<file path="src/design/running_min_max_mean_std_unit_assert.svh">
// ----------------------------------------------------------------------------
// Running statistics unit: assertion macros
// Shared property forms for the concurrent checks of the statistics unit.
// ----------------------------------------------------------------------------
`ifndef RUNNING_MIN_MAX_MEAN_STD_UNIT_ASSERT_SVH
`define RUNNING_MIN_MAX_MEAN_STD_UNIT_ASSERT_SVH

// same-cycle implication, sampled on the rising clock, off during reset
`define RMMS_ASSERT_IMPLY(label, ante, cons, msg) \
   label: assert property (@(posedge clock) disable iff (reset) (ante) |-> (cons)) \
      else $error(msg);

// next-cycle implication, sampled on the rising clock, off during reset
`define RMMS_ASSERT_NEXT(label, ante, cons, msg) \
   label: assert property (@(posedge clock) disable iff (reset) (ante) |=> (cons)) \
      else $error(msg);

`endif

</file>
<file path="src/design/rmms_pkg.sv">
// ----------------------------------------------------------------------------
// rmms_pkg
// Types and constants shared by the running statistics unit.
// ----------------------------------------------------------------------------
`default_nettype none

package rmms_pkg;

   // field widths
   localparam int SAMPLE_BITS  = 16;
   localparam int COUNT_BITS   = 20;
   localparam int SUM_BITS     = SAMPLE_BITS + COUNT_BITS;
   localparam int SQSUM_BITS   = 2 * SAMPLE_BITS + COUNT_BITS;
   localparam int PROD_BITS    = 2 * SAMPLE_BITS;
   localparam int ROOT_BITS    = SAMPLE_BITS;
   localparam int DIV_CNT_BITS = $clog2(SQSUM_BITS);

   // command queue between front and back (depth is a power of two)
   localparam int CMD_DEPTH    = 4;
   localparam int CMD_PTR_BITS = $clog2(CMD_DEPTH);
   localparam int CMD_LVL_BITS = CMD_PTR_BITS + 1;

   // input command codes
   localparam logic [1:0] CMD_ADD    = 2'd0;
   localparam logic [1:0] CMD_REPORT = 2'd1;
   localparam logic [1:0] CMD_CLEAR  = 2'd2;

   // classified operation carried to the back end
   typedef enum logic [1:0] {
      OP_ADD    = 2'd0,
      OP_REPORT = 2'd1,
      OP_CLEAR  = 2'd2
   } op_type;

   typedef struct packed {
      logic [1:0]                    command;
      logic signed [SAMPLE_BITS-1:0] sample;
   } req_type;

   typedef struct packed {
      logic signed [SAMPLE_BITS-1:0] min_value;
      logic signed [SAMPLE_BITS-1:0] max_value;
      logic signed [SAMPLE_BITS-1:0] mean_value;
      logic [SAMPLE_BITS-1:0]        std_value;
      logic [COUNT_BITS-1:0]         sample_count;
      logic                          overflow;
   } rsp_type;

   typedef struct packed {
      op_type                        op;
      logic signed [SAMPLE_BITS-1:0] sample;
   } item_type;

   typedef struct packed {
      logic                    full;
      logic                    empty;
      logic [CMD_LVL_BITS-1:0] level;
   } fifo_stat_type;

   typedef struct packed {
      logic busy;
      logic rsp_load;
   } back_stat_type;

endpackage

`default_nettype wire

</file>
<file path="src/design/rmms_cmd_fifo.sv">
// ----------------------------------------------------------------------------
// rmms_cmd_fifo
// Short first-word-fall-through queue of classified operations.
// ----------------------------------------------------------------------------
`default_nettype none

module rmms_cmd_fifo import rmms_pkg::*; (
   input  logic          clock,
   input  logic          reset,
   input  logic          push,
   input  item_type      push_data,
   input  logic          pop,
   output item_type      pop_data,
   output fifo_stat_type stat
);

   localparam logic [CMD_LVL_BITS-1:0] FULL_LEVEL = CMD_LVL_BITS'(CMD_DEPTH);

   item_type                mem_ff [CMD_DEPTH];
   logic [CMD_PTR_BITS-1:0] wr_ptr_ff, wr_ptr_in;
   logic [CMD_PTR_BITS-1:0] rd_ptr_ff, rd_ptr_in;
   logic [CMD_LVL_BITS-1:0] level_ff, level_in;
   logic                    push_ok, pop_ok;

   // status and head entry
   assign stat.full  = (level_ff == FULL_LEVEL);
   assign stat.empty = (level_ff == '0);
   assign stat.level = level_ff;
   assign pop_data   = mem_ff[rd_ptr_ff];

   assign push_ok = push && !stat.full;
   assign pop_ok  = pop && !stat.empty;

   // pointer and level update
   always_comb begin
      wr_ptr_in = push_ok ? wr_ptr_ff + 1'b1 : wr_ptr_ff;
      rd_ptr_in = pop_ok ? rd_ptr_ff + 1'b1 : rd_ptr_ff;
      case ({push_ok, pop_ok})
         2'b10:   level_in = level_ff + 1'b1;
         2'b01:   level_in = level_ff - 1'b1;
         default: level_in = level_ff;
      endcase
   end

   always_ff @(posedge clock) begin
      if (reset) begin
         wr_ptr_ff <= '0;
         rd_ptr_ff <= '0;
         level_ff  <= '0;
      end else begin
         wr_ptr_ff <= wr_ptr_in;
         rd_ptr_ff <= rd_ptr_in;
         level_ff  <= level_in;
      end
   end

   // storage, no reset needed
   always_ff @(posedge clock) begin
      if (push_ok) begin
         mem_ff[wr_ptr_ff] <= push_data;
      end
   end

endmodule

`default_nettype wire

</file>
<file path="src/design/rmms_front.sv">
// ----------------------------------------------------------------------------
// rmms_front
// Input stage: takes transactions, decodes the command, drops unused codes
// and hands operations to the command queue.
// ----------------------------------------------------------------------------
`default_nettype none

module rmms_front import rmms_pkg::*; (
   input  logic          clock,
   input  logic          reset,
   input  logic          push,
   input  req_type       req_data,
   output logic          full,
   input  fifo_stat_type fifo_stat,
   output logic          item_push,
   output item_type      item_data
);

   logic     stage_valid_ff, stage_valid_in;
   item_type stage_ff, stage_in;
   item_type decoded;
   logic     keep;
   logic     accept;

   // command decode; the unused code is accepted and dropped
   always_comb begin
      decoded.sample = req_data.sample;
      decoded.op     = OP_ADD;
      keep           = 1'b1;
      unique case (req_data.command)
         CMD_ADD:    decoded.op = OP_ADD;
         CMD_REPORT: decoded.op = OP_REPORT;
         CMD_CLEAR:  decoded.op = OP_CLEAR;
         default:    keep = 1'b0;
      endcase
   end

   // handshake: stage drains into the queue whenever it has room
   assign item_push = stage_valid_ff && !fifo_stat.full;
   assign full      = stage_valid_ff && fifo_stat.full;
   assign accept    = push && !full;
   assign item_data = stage_ff;

   always_comb begin
      stage_valid_in = (stage_valid_ff && !item_push) || (accept && keep);
      stage_in       = accept ? decoded : stage_ff;
   end

   always_ff @(posedge clock) begin
      if (reset) begin
         stage_valid_ff <= 1'b0;
      end else begin
         stage_valid_ff <= stage_valid_in;
      end
   end

   always_ff @(posedge clock) begin
      stage_ff <= stage_in;
   end

endmodule

`default_nettype wire

</file>
<file path="src/design/rmms_div.sv">
// ----------------------------------------------------------------------------
// rmms_div
// Restoring divider, one quotient bit per cycle, unsigned operands.
// ----------------------------------------------------------------------------
`default_nettype none

module rmms_div import rmms_pkg::*; (
   input  logic                  clock,
   input  logic                  reset,
   input  logic                  start,
   input  logic [SQSUM_BITS-1:0] dividend,
   input  logic [COUNT_BITS-1:0] divisor,
   output logic                  done,
   output logic [SQSUM_BITS-1:0] quotient
);

   localparam logic [DIV_CNT_BITS-1:0] LAST_STEP = DIV_CNT_BITS'(SQSUM_BITS - 1);

   logic                    busy_ff, busy_in;
   logic                    done_ff, done_in;
   logic [DIV_CNT_BITS-1:0] step_ff, step_in;
   logic [SQSUM_BITS-1:0]   quo_ff, quo_in;
   logic [COUNT_BITS-1:0]   rem_ff, rem_in;
   logic [COUNT_BITS-1:0]   dsr_ff, dsr_in;
   logic [COUNT_BITS:0]     shifted;
   logic [COUNT_BITS:0]     diff;
   logic                    fits;

   // one restoring step
   assign shifted = {rem_ff, quo_ff[SQSUM_BITS-1]};
   assign diff    = shifted - {1'b0, dsr_ff};
   assign fits    = (shifted >= {1'b0, dsr_ff});

   always_comb begin
      busy_in = busy_ff;
      done_in = 1'b0;
      step_in = step_ff;
      quo_in  = quo_ff;
      rem_in  = rem_ff;
      dsr_in  = dsr_ff;
      if (start) begin
         busy_in = 1'b1;
         step_in = '0;
         quo_in  = dividend;
         rem_in  = '0;
         dsr_in  = divisor;
      end else if (busy_ff) begin
         quo_in  = {quo_ff[SQSUM_BITS-2:0], fits};
         rem_in  = fits ? diff[COUNT_BITS-1:0] : shifted[COUNT_BITS-1:0];
         step_in = step_ff + 1'b1;
         if (step_ff == LAST_STEP) begin
            busy_in = 1'b0;
            done_in = 1'b1;
         end
      end
   end

   always_ff @(posedge clock) begin
      if (reset) begin
         busy_ff <= 1'b0;
         done_ff <= 1'b0;
         step_ff <= '0;
      end else begin
         busy_ff <= busy_in;
         done_ff <= done_in;
         step_ff <= step_in;
      end
   end

   always_ff @(posedge clock) begin
      quo_ff <= quo_in;
      rem_ff <= rem_in;
      dsr_ff <= dsr_in;
   end

   assign done     = done_ff;
   assign quotient = quo_ff;

endmodule

`default_nettype wire

</file>
<file path="src/design/rmms_sqrt.sv">
// ----------------------------------------------------------------------------
// rmms_sqrt
// Digit-by-digit integer square root, one result bit per cycle.
// ----------------------------------------------------------------------------
`default_nettype none

module rmms_sqrt import rmms_pkg::*; (
   input  logic                 clock,
   input  logic                 reset,
   input  logic                 start,
   input  logic [PROD_BITS-1:0] radicand,
   output logic                 done,
   output logic [ROOT_BITS-1:0] root
);

   // highest power of four within the radicand width
   localparam logic [PROD_BITS-1:0] BIT_TOP = {2'b01, {(PROD_BITS-2){1'b0}}};

   logic                 busy_ff, busy_in;
   logic                 done_ff, done_in;
   logic [PROD_BITS-1:0] rem_ff, rem_in;
   logic [PROD_BITS-1:0] res_ff, res_in;
   logic [PROD_BITS-1:0] bit_ff, bit_in;
   logic [PROD_BITS-1:0] trial;

   assign trial = res_ff + bit_ff;

   always_comb begin
      busy_in = busy_ff;
      done_in = 1'b0;
      rem_in  = rem_ff;
      res_in  = res_ff;
      bit_in  = bit_ff;
      if (start) begin
         busy_in = 1'b1;
         rem_in  = radicand;
         res_in  = '0;
         bit_in  = BIT_TOP;
      end else if (busy_ff) begin
         if (rem_ff >= trial) begin
            rem_in = rem_ff - trial;
            res_in = (res_ff >> 1) + bit_ff;
         end else begin
            res_in = res_ff >> 1;
         end
         bit_in = bit_ff >> 2;
         // last step uses the lowest bit
         if (bit_ff[0]) begin
            busy_in = 1'b0;
            done_in = 1'b1;
         end
      end
   end

   always_ff @(posedge clock) begin
      if (reset) begin
         busy_ff <= 1'b0;
         done_ff <= 1'b0;
      end else begin
         busy_ff <= busy_in;
         done_ff <= done_in;
      end
   end

   always_ff @(posedge clock) begin
      rem_ff <= rem_in;
      res_ff <= res_in;
      bit_ff <= bit_in;
   end

   assign done = done_ff;
   assign root = res_ff[ROOT_BITS-1:0];

endmodule

`default_nettype wire

</file>
<file path="src/design/rmms_back.sv">
// ----------------------------------------------------------------------------
// rmms_back
// Execution side: accumulates samples, clears, runs for a nonempty report the
// mean and mean-square divisions and the root, and loads the result register.
// ----------------------------------------------------------------------------
`default_nettype none

module rmms_back import rmms_pkg::*; (
   input  logic          clock,
   input  logic          reset,
   input  fifo_stat_type fifo_stat,
   input  item_type      item_data,
   output logic          item_pop,
   input  logic          pop,
   output logic          empty,
   output rsp_type       rsp_data,
   output back_stat_type stat
);

   typedef enum logic [5:0] {
      ST_IDLE   = 6'b000001,
      ST_MEAN   = 6'b000010,
      ST_EX2    = 6'b000100,
      ST_SQUARE = 6'b001000,
      ST_ROOT   = 6'b010000,
      ST_EMIT   = 6'b100000
   } back_state_type;

   back_state_type                state_ff, state_in;
   logic signed [SAMPLE_BITS-1:0] min_ff, min_in;
   logic signed [SAMPLE_BITS-1:0] max_ff, max_in;
   logic [COUNT_BITS-1:0]         count_ff, count_in;
   logic signed [SUM_BITS-1:0]    sum_ff, sum_in;
   logic [SQSUM_BITS-1:0]         sqsum_ff, sqsum_in;
   logic signed [SAMPLE_BITS-1:0] mean_ff, mean_in;
   logic [SAMPLE_BITS-1:0]        std_ff, std_in;
   logic                          ovf_ff, ovf_in;
   logic [PROD_BITS-1:0]          sq_ff, sq_in;
   logic                          sq_valid_ff, sq_valid_in;
   logic [SAMPLE_BITS-1:0]        mean_mag_ff, mean_mag_in;
   logic [PROD_BITS-1:0]          ex2_ff, ex2_in;
   logic [PROD_BITS-1:0]          m2_ff, m2_in;
   rsp_type                       rsp_ff, rsp_in;
   logic                          rsp_valid_ff, rsp_valid_in;

   logic signed [PROD_BITS-1:0]   prod;
   logic [SUM_BITS-1:0]           sum_mag;
   logic [PROD_BITS-1:0]          variance;
   logic                          count_full;
   logic                          rsp_load;
   logic                          div_start, div_done;
   logic [SQSUM_BITS-1:0]         div_dividend;
   logic [SQSUM_BITS-1:0]         div_quo;
   logic                          sqrt_start, sqrt_done;
   logic [ROOT_BITS-1:0]          sqrt_root;

   rmms_div u_div (
      .clock    (clock),
      .reset    (reset),
      .start    (div_start),
      .dividend (div_dividend),
      .divisor  (count_ff),
      .done     (div_done),
      .quotient (div_quo)
   );

   rmms_sqrt u_sqrt (
      .clock    (clock),
      .reset    (reset),
      .start    (sqrt_start),
      .radicand (variance),
      .done     (sqrt_done),
      .root     (sqrt_root)
   );

   // datapath helpers
   assign prod       = PROD_BITS'(item_data.sample) * PROD_BITS'(item_data.sample);
   assign sum_mag    = sum_ff[SUM_BITS-1] ? SUM_BITS'(-sum_ff) : SUM_BITS'(sum_ff);
   assign variance   = (ex2_ff > m2_ff) ? ex2_ff - m2_ff : '0;
   assign count_full = &count_ff;
   assign item_pop   = (state_ff == ST_IDLE) && !fifo_stat.empty;

   // control and accumulation
   always_comb begin
      state_in     = state_ff;
      min_in       = min_ff;
      max_in       = max_ff;
      count_in     = count_ff;
      sum_in       = sum_ff;
      sqsum_in     = sqsum_ff;
      mean_in      = mean_ff;
      std_in       = std_ff;
      ovf_in       = ovf_ff;
      sq_in        = sq_ff;
      sq_valid_in  = 1'b0;
      mean_mag_in  = mean_mag_ff;
      ex2_in       = ex2_ff;
      m2_in        = m2_ff;
      div_start    = 1'b0;
      div_dividend = {{(SQSUM_BITS-SUM_BITS){1'b0}}, sum_mag};
      sqrt_start   = 1'b0;
      rsp_load     = 1'b0;

      // second add stage: fold last square into the sum of squares
      if (sq_valid_ff) begin
         sqsum_in = sqsum_ff + {{(SQSUM_BITS-PROD_BITS){1'b0}}, sq_ff};
      end

      unique case (state_ff)
         ST_IDLE: begin
            if (item_pop) begin
               unique case (item_data.op)
                  OP_ADD: begin
                     if (count_full) begin
                        ovf_in = 1'b1;
                     end else begin
                        if (count_ff == '0) begin
                           min_in = item_data.sample;
                           max_in = item_data.sample;
                        end else begin
                           if (item_data.sample < min_ff) min_in = item_data.sample;
                           if (item_data.sample > max_ff) max_in = item_data.sample;
                        end
                        count_in    = count_ff + 1'b1;
                        sum_in      = sum_ff + SUM_BITS'(item_data.sample);
                        sq_in       = PROD_BITS'(unsigned'(prod));
                        sq_valid_in = 1'b1;
                     end
                  end
                  OP_CLEAR: begin
                     min_in   = '0;
                     max_in   = '0;
                     count_in = '0;
                     sum_in   = '0;
                     sqsum_in = '0;
                     mean_in  = '0;
                     std_in   = '0;
                     ovf_in   = 1'b0;
                  end
                  OP_REPORT: begin
                     if (count_ff != '0) begin
                        div_start = 1'b1;
                        state_in  = ST_MEAN;
                     end else begin
                        state_in  = ST_EMIT;
                     end
                  end
                  default: ;
               endcase
            end
         end
         ST_MEAN: begin
            if (div_done) begin
               mean_in      = sum_ff[SUM_BITS-1] ? -div_quo[SAMPLE_BITS-1:0]
                                                 :  div_quo[SAMPLE_BITS-1:0];
               mean_mag_in  = div_quo[SAMPLE_BITS-1:0];
               div_start    = 1'b1;
               div_dividend = sqsum_ff;
               state_in     = ST_EX2;
            end
         end
         ST_EX2: begin
            if (div_done) begin
               ex2_in   = div_quo[PROD_BITS-1:0];
               m2_in    = PROD_BITS'(mean_mag_ff) * PROD_BITS'(mean_mag_ff);
               state_in = ST_SQUARE;
            end
         end
         ST_SQUARE: begin
            sqrt_start = 1'b1;
            state_in   = ST_ROOT;
         end
         ST_ROOT: begin
            if (sqrt_done) begin
               std_in   = sqrt_root;
               state_in = ST_EMIT;
            end
         end
         ST_EMIT: begin
            if (!rsp_valid_ff || pop) begin
               rsp_load = 1'b1;
               state_in = ST_IDLE;
            end
         end
         default: state_in = ST_IDLE;
      endcase
   end

   // result register
   always_comb begin
      rsp_in = rsp_ff;
      if (rsp_load) begin
         rsp_in.min_value    = min_ff;
         rsp_in.max_value    = max_ff;
         rsp_in.mean_value   = mean_ff;
         rsp_in.std_value    = std_ff;
         rsp_in.sample_count = count_ff;
         rsp_in.overflow     = ovf_ff;
      end
      rsp_valid_in = rsp_load ? 1'b1 : (pop ? 1'b0 : rsp_valid_ff);
   end

   always_ff @(posedge clock) begin
      if (reset) begin
         state_ff     <= ST_IDLE;
         min_ff       <= '0;
         max_ff       <= '0;
         count_ff     <= '0;
         sum_ff       <= '0;
         sqsum_ff     <= '0;
         mean_ff      <= '0;
         std_ff       <= '0;
         ovf_ff       <= 1'b0;
         sq_valid_ff  <= 1'b0;
         rsp_valid_ff <= 1'b0;
      end else begin
         state_ff     <= state_in;
         min_ff       <= min_in;
         max_ff       <= max_in;
         count_ff     <= count_in;
         sum_ff       <= sum_in;
         sqsum_ff     <= sqsum_in;
         mean_ff      <= mean_in;
         std_ff       <= std_in;
         ovf_ff       <= ovf_in;
         sq_valid_ff  <= sq_valid_in;
         rsp_valid_ff <= rsp_valid_in;
      end
   end

   always_ff @(posedge clock) begin
      sq_ff       <= sq_in;
      mean_mag_ff <= mean_mag_in;
      ex2_ff      <= ex2_in;
      m2_ff       <= m2_in;
      rsp_ff      <= rsp_in;
   end

   assign empty         = !rsp_valid_ff;
   assign rsp_data      = rsp_ff;
   assign stat.busy     = (state_ff != ST_IDLE);
   assign stat.rsp_load = rsp_load;

endmodule

`default_nettype wire

</file>
<file path="src/design/running_min_max_mean_std_unit.sv">
// ----------------------------------------------------------------------------
// running_min_max_mean_std_unit
// Running min, max, count, mean and population standard deviation over
// signed Q8.8 samples.
// ----------------------------------------------------------------------------
// Add and clear transactions retire one per cycle: the front stage and a
// four-entry command queue take a new transaction every cycle while the back
// end keeps up, and each add passes through a two-stage accumulator (square
// then sum of squares). A report with samples runs in the back end through
// the shared one-bit-per-cycle divider (52 steps for the mean, 52 for the
// mean square) and the 16-step square root; a report with no samples goes
// straight to the result register. While a report is computed the queue
// keeps accepting until it fills. The single result register lets the back
// end continue with adds while a report waits to be popped. No clearing
// pass follows reset.
`default_nettype none

`include "running_min_max_mean_std_unit_assert.svh"

module running_min_max_mean_std_unit import rmms_pkg::*; (
   input  logic    clock,
   input  logic    reset,
   input  logic    push,
   output logic    full,
   input  req_type req_data,
   output logic    empty,
   input  logic    pop,
   output rsp_type rsp_data
);

   fifo_stat_type fifo_stat;
   back_stat_type back_stat;
   logic          item_push;
   item_type      item_data;
   logic          cmd_pop;
   item_type      cmd_data;

   rmms_front u_front (
      .clock     (clock),
      .reset     (reset),
      .push      (push),
      .req_data  (req_data),
      .full      (full),
      .fifo_stat (fifo_stat),
      .item_push (item_push),
      .item_data (item_data)
   );

   rmms_cmd_fifo u_fifo (
      .clock     (clock),
      .reset     (reset),
      .push      (item_push),
      .push_data (item_data),
      .pop       (cmd_pop),
      .pop_data  (cmd_data),
      .stat      (fifo_stat)
   );

   rmms_back u_back (
      .clock     (clock),
      .reset     (reset),
      .fifo_stat (fifo_stat),
      .item_data (cmd_data),
      .item_pop  (cmd_pop),
      .pop       (pop),
      .empty     (empty),
      .rsp_data  (rsp_data),
      .stat      (back_stat)
   );

   // checks
   `RMMS_ASSERT_IMPLY(a_busy_no_pop, back_stat.busy, !cmd_pop, "command taken while back end busy")
   `RMMS_ASSERT_IMPLY(a_no_push_full, fifo_stat.full, !item_push, "push into full command queue")
   `RMMS_ASSERT_IMPLY(a_load_free, back_stat.rsp_load, empty || pop, "waiting result overwritten")
   `RMMS_ASSERT_NEXT(a_load_shows, back_stat.rsp_load, !empty, "loaded result not presented")

endmodule

`default_nettype wire

</file>
<file path="config.mk">
export PLATFORM = sky130hd
export DESIGN_NAME = running_min_max_mean_std_unit
export DESIGN_NICKNAME = d
export VERILOG_FILES = /design/src/design/rmms_pkg.sv /design/src/design/rmms_cmd_fifo.sv /design/src/design/rmms_front.sv /design/src/design/rmms_div.sv /design/src/design/rmms_sqrt.sv /design/src/design/rmms_back.sv /design/src/design/running_min_max_mean_std_unit.sv
export VERILOG_INCLUDE_DIRS = /design/src /design/src/design
export SDC_FILE = /design/constraint.sdc
export NUM_CORES = 2
export LEC_CHECK = 0
export BUFFER_PORTS_ARGS = -buffer_cell sky130_fd_sc_hd__buf_4
export CELL_PAD_IN_SITES_DETAIL_PLACEMENT = 1
export CELL_PAD_IN_SITES_GLOBAL_PLACEMENT = 1
export CORE_UTILIZATION = 30
export DETAILED_ROUTE_END_ITERATION = 7
export PLACE_DENSITY_LB_ADDON = 0.25
export SYNTH_ARGS = -nofsm -noshare
export SYNTH_HDL_FRONTEND = slang
export SYNTH_SLANG_ARGS = --single-unit
</file>
<file path="constraint.sdc">
create_clock -name clock -period 7.4 [get_ports clock]
set_input_delay 0.74 -clock clock [delete_from_list [all_inputs] [get_ports clock]]
set_output_delay 0.74 -clock clock [all_outputs]
set_load 0.02 [all_outputs]
</file>
==> parameters.txt <==
Parameter                              Value

Yosys
  Area leader, netlist    edfxtp_1
  Post-synthesis cell area    50800 sq um
  Register area share after synthesis    approximately 34%
  Async set-reset flop share out of synthesis    0%
  Synth Area per Inst    roughly 9.7 sq um
  Most used flip-flop cell after synthesis    edfxtp_1
  Warnings, synthesis    0
  Number of enable flip-flop cells after synthesis    389
  Synth Instances    ~5200
  Synth area leaders    edfxtp_1 (23%), fa_1 (16%), dfxtp_1 (11%)
  Number of distinct standard cells referenced by the synthesized netlist    slightly above 80
  Number of flip-flops and latches in the synthesized netlist    around 660
  Share of the synthesized area in the top cell type    around 23%
  Synthesized netlist net count    a little over 6000

Drt
  Number of DRC markers after the initial detailed-route iteration    1789
  Router iterations before antenna repair    5
  Detail-routed via count per cell    a little under 5
  DRC violation count after routing    0
  Routed wire length    roughly 150000 um
  Post-detailed-route count of antenna-violating nets    0
  Vias post-DR    about 38000
  Post-DR wirelength/cell    19.5 um

Die
  Row count    150
  Core Region    between 150000 and 200000 sq um
  Effective utilization at floorplan    a little over 30%
  Die Outline Area    171000 sq um
  Die H    about 410 um
  X dimension of the die    approximately 410 um
  Io pins    109

Layout
  Most common library cell in the layout ignoring fill and taps    inv_1
  Area Overhead vs Synth    12.9%
  Number of filler cells placed in the layout    19114
  Commonest cells after routing, fill and taps aside    inv_1 (736), nand2_1 (442), ha_1 (414)
  Core utilization of the finished layout    between 30% and 40%
  Footprint of the flip-flops and latches    roughly 17000 sq um
  Antenna cells    0
  Multi-input combinational cell area    30400 sq um
  Net count of the finished layout    ~6200
  Share of cells above drive strength 1    just under 8%

STA
  Post-route clock period utilization    ~96%
  Count of endpoints failing setup in the final report    0
  Slew Viols, Final    0
  RSZ-0062 raised after global routing    true
  Post-route clock skew    39.2 ps
  Slew at the pin with the worst max-slew slack    1180 ps
  Max-Slew Margin vs Limit    20.6%
  FMAX    between 100 and 150 MHz
  Shortest clock period the worst path allows after layout    between 7000 and 8000 ps
  Count of final hold-check violations    0

Critical path
  Arr. time, crit path    ~7500 ps
  Required time reported for the critical path endpoint    7810 ps
  Category of the critical setup timing path    register to register
  Maximum fanout along the worst path    20
  Startpoint class of the critical path    register
  Type of element capturing the critical path    register

Status
  Status    finished, final reports clean

GRT
  First-pass GRT wire length    roughly 230000 um
  Pin count of the biggest net entering global routing    about 70
  Total global-route track usage    roughly 17%
  Overall overflow remaining after global route    0
  Number of global-route vias before repair    between 40000 and 50000
  Initial antenna violation count    0

CTS
  Number of sinks driven by the clock tree    658
  Hold-fix buffers at CTS    0
  Total number of H-tree levels    3
  Worst-path clk slew    about 60 ps
  Buffer cell driving the clock tree root    clkbuf_16
  Inserted Clock Buffers    approximately 80
  Buffer levels on the longest clock path    3
  Clock latency on the worst-skew pair    690 ps
  Clock tree from TritonCTS    built

Placed design
  Number of buffers inserted by port buffering    108
  Final weighted congestion in routability-driven placement    0.851
  Detail Placement HPWL    between 100000 and 150000 um

Min path
  Class of the tightest hold or removal check    primary input to register

Job
  Count of max-cap constraint violations    0
## cells by family after synthesis
family          after synthesis  synth area share (%)
simple gates               1329                  12.2
compound gates             1057                  13.1
buf+inv                     918                  6.78
fa+ha+maj                   816                  26.0
flops                       658                  33.6
xor+xnor                    333                  5.74
mux                         124                  2.53
## layout make-up
type                            instances  share of cell area (%)
Timing Repair Buffer                  213                    2.94
Clock inverter                         40                   0.844
Inverter                              739                    4.84
Clock buffer                          106                    3.80
Tap cell                             2204                    4.81
Multi-Input combinational cell       3659                    53.0
Sequential cell                       658                    29.8
## worst paths after layout
kind	slack, ps	depth (start not counted)	to	start
setup reg to reg	320	26	u_back.sq_ff[30]	register
hold reg to reg	430	0	u_back.rsp_data[46]	u_back.mean_ff[9]
setup / recovery	320	26	u_back.sq_ff[30]	register
hold / removal	240	1	u_front.item_data[15]	req_data[15]
## Yosys cell counts (all sizes together), types with 7 or more instances
library cell,count
a211oi,50
a21boi,7
a21o,81
a21oi,286
a22oi,71
a31o,18
a31oi,53
and2,73
and3,27
and4,7
buf,18
clkbuf,161
dfxtp,269
edfxtp,389
fa,402
ha,414
inv,737
mux2,17
mux2i,105
nand2,442
nand2b,39
nand3,103
nand3b,11
nand4,36
nor2,372
nor2b,47
nor3,67
nor3b,9
nor4,16
o2111ai,9
o211ai,12
o21a,28
o21ai,254
o21bai,39
o22ai,34
o311ai,23
o31ai,23
o41ai,9
or2,15
or3,35
or4,15
xnor2,175
xor2,158
## sequential cells by signal, indices dropped and copies added (netlist names), 16 cells and up, named ones only
| name | flops |
|---|---|
| u_back.u_div.dsr_ff | 20 |
| u_back.sq_ff | 31 |
| u_back.mean_ff | 16 |
| u_back.u_div.rem_ff | 20 |
| u_back.min_ff | 16 |
| u_fifo.mem_ff | 72 |
| u_back.u_sqrt.bit_ff | 16 |
| u_back.count_ff | 20 |
| u_back.max_ff | 16 |
| u_back.u_sqrt.rem_ff | 32 |
| u_back.mean_mag_ff | 16 |
| u_back.rsp_data | 85 |
| u_front.item_data | 18 |
| u_back.std_ff | 16 |
| u_back.u_div.quotient | 52 |
| u_back.sum_ff | 36 |
| u_back.ex2_ff | 32 |
| u_back.m2_ff | 31 |
| u_back.u_sqrt.res_ff | 32 |
| u_back.sqsum_ff | 52 |
## worst max-delay path: stages (launching register included)
cell       delay [ps]
dfxtp_2           370
buf_12            200
mux2_2            350
o21ai_1           230
inv_1             130
buf_4             180
nand2_1           120
fa_1              470
fa_1              510
fa_1              520
inv_1              60
fa_1              480
fa_1              490
inv_1              50
fa_1              470
inv_1              40
ha_1              330
nand2_1           100
nor2_1             50
a211oi_1          280
o2111ai_1         280
a31o_2            310
a41oi_1           290
a21oi_1           130
o21ai_0           160
nand2_1            80
xor2_1            140
## stage by stage
| stage | setup WS, ps | TNS, ps | std cells | hold WS, ps | instance area, sq um |
|---|---|---|---|---|---|
| floorplan | 127 | 0 | 5235 | 408 | 50800 |
| global placement | 266 | 0 | 7463 | 414 | 54600 |
| detailed placement | 178 | 0 | 7463 | 418 | 54600 |
| CTS | 159 | 0 | 7609 | 172 | 57300 |
| global route | -7.47 | -7.47 | 7619 | 191 | 57400 |
| finish | 316 | 0 | 7619 | 238 | 57400 |
## metal layers
| metal | global-route usage (%) | wire (um) | share of wire (%) |
|---|---|---|---|
| met1 | 22.6 | 68400 | 46 |
| met2 | 30.2 | 72200 | 49 |
| met3 | 2.07 | 3340 | 2.3 |
| met4 | 5.26 | 4630 | 3.1 |
| met5 | 0 | 0 | 0 |
## what timing repair did
item                       4_1_cts  5_1_grt
setup endpoints to repair        0        7
gates resized for setup          0        4
setup buffers                    0       10
Power is left out: the tool's default activity adds up to more than one toggle a clock period on the data nets, which glitch-free logic cannot reach.
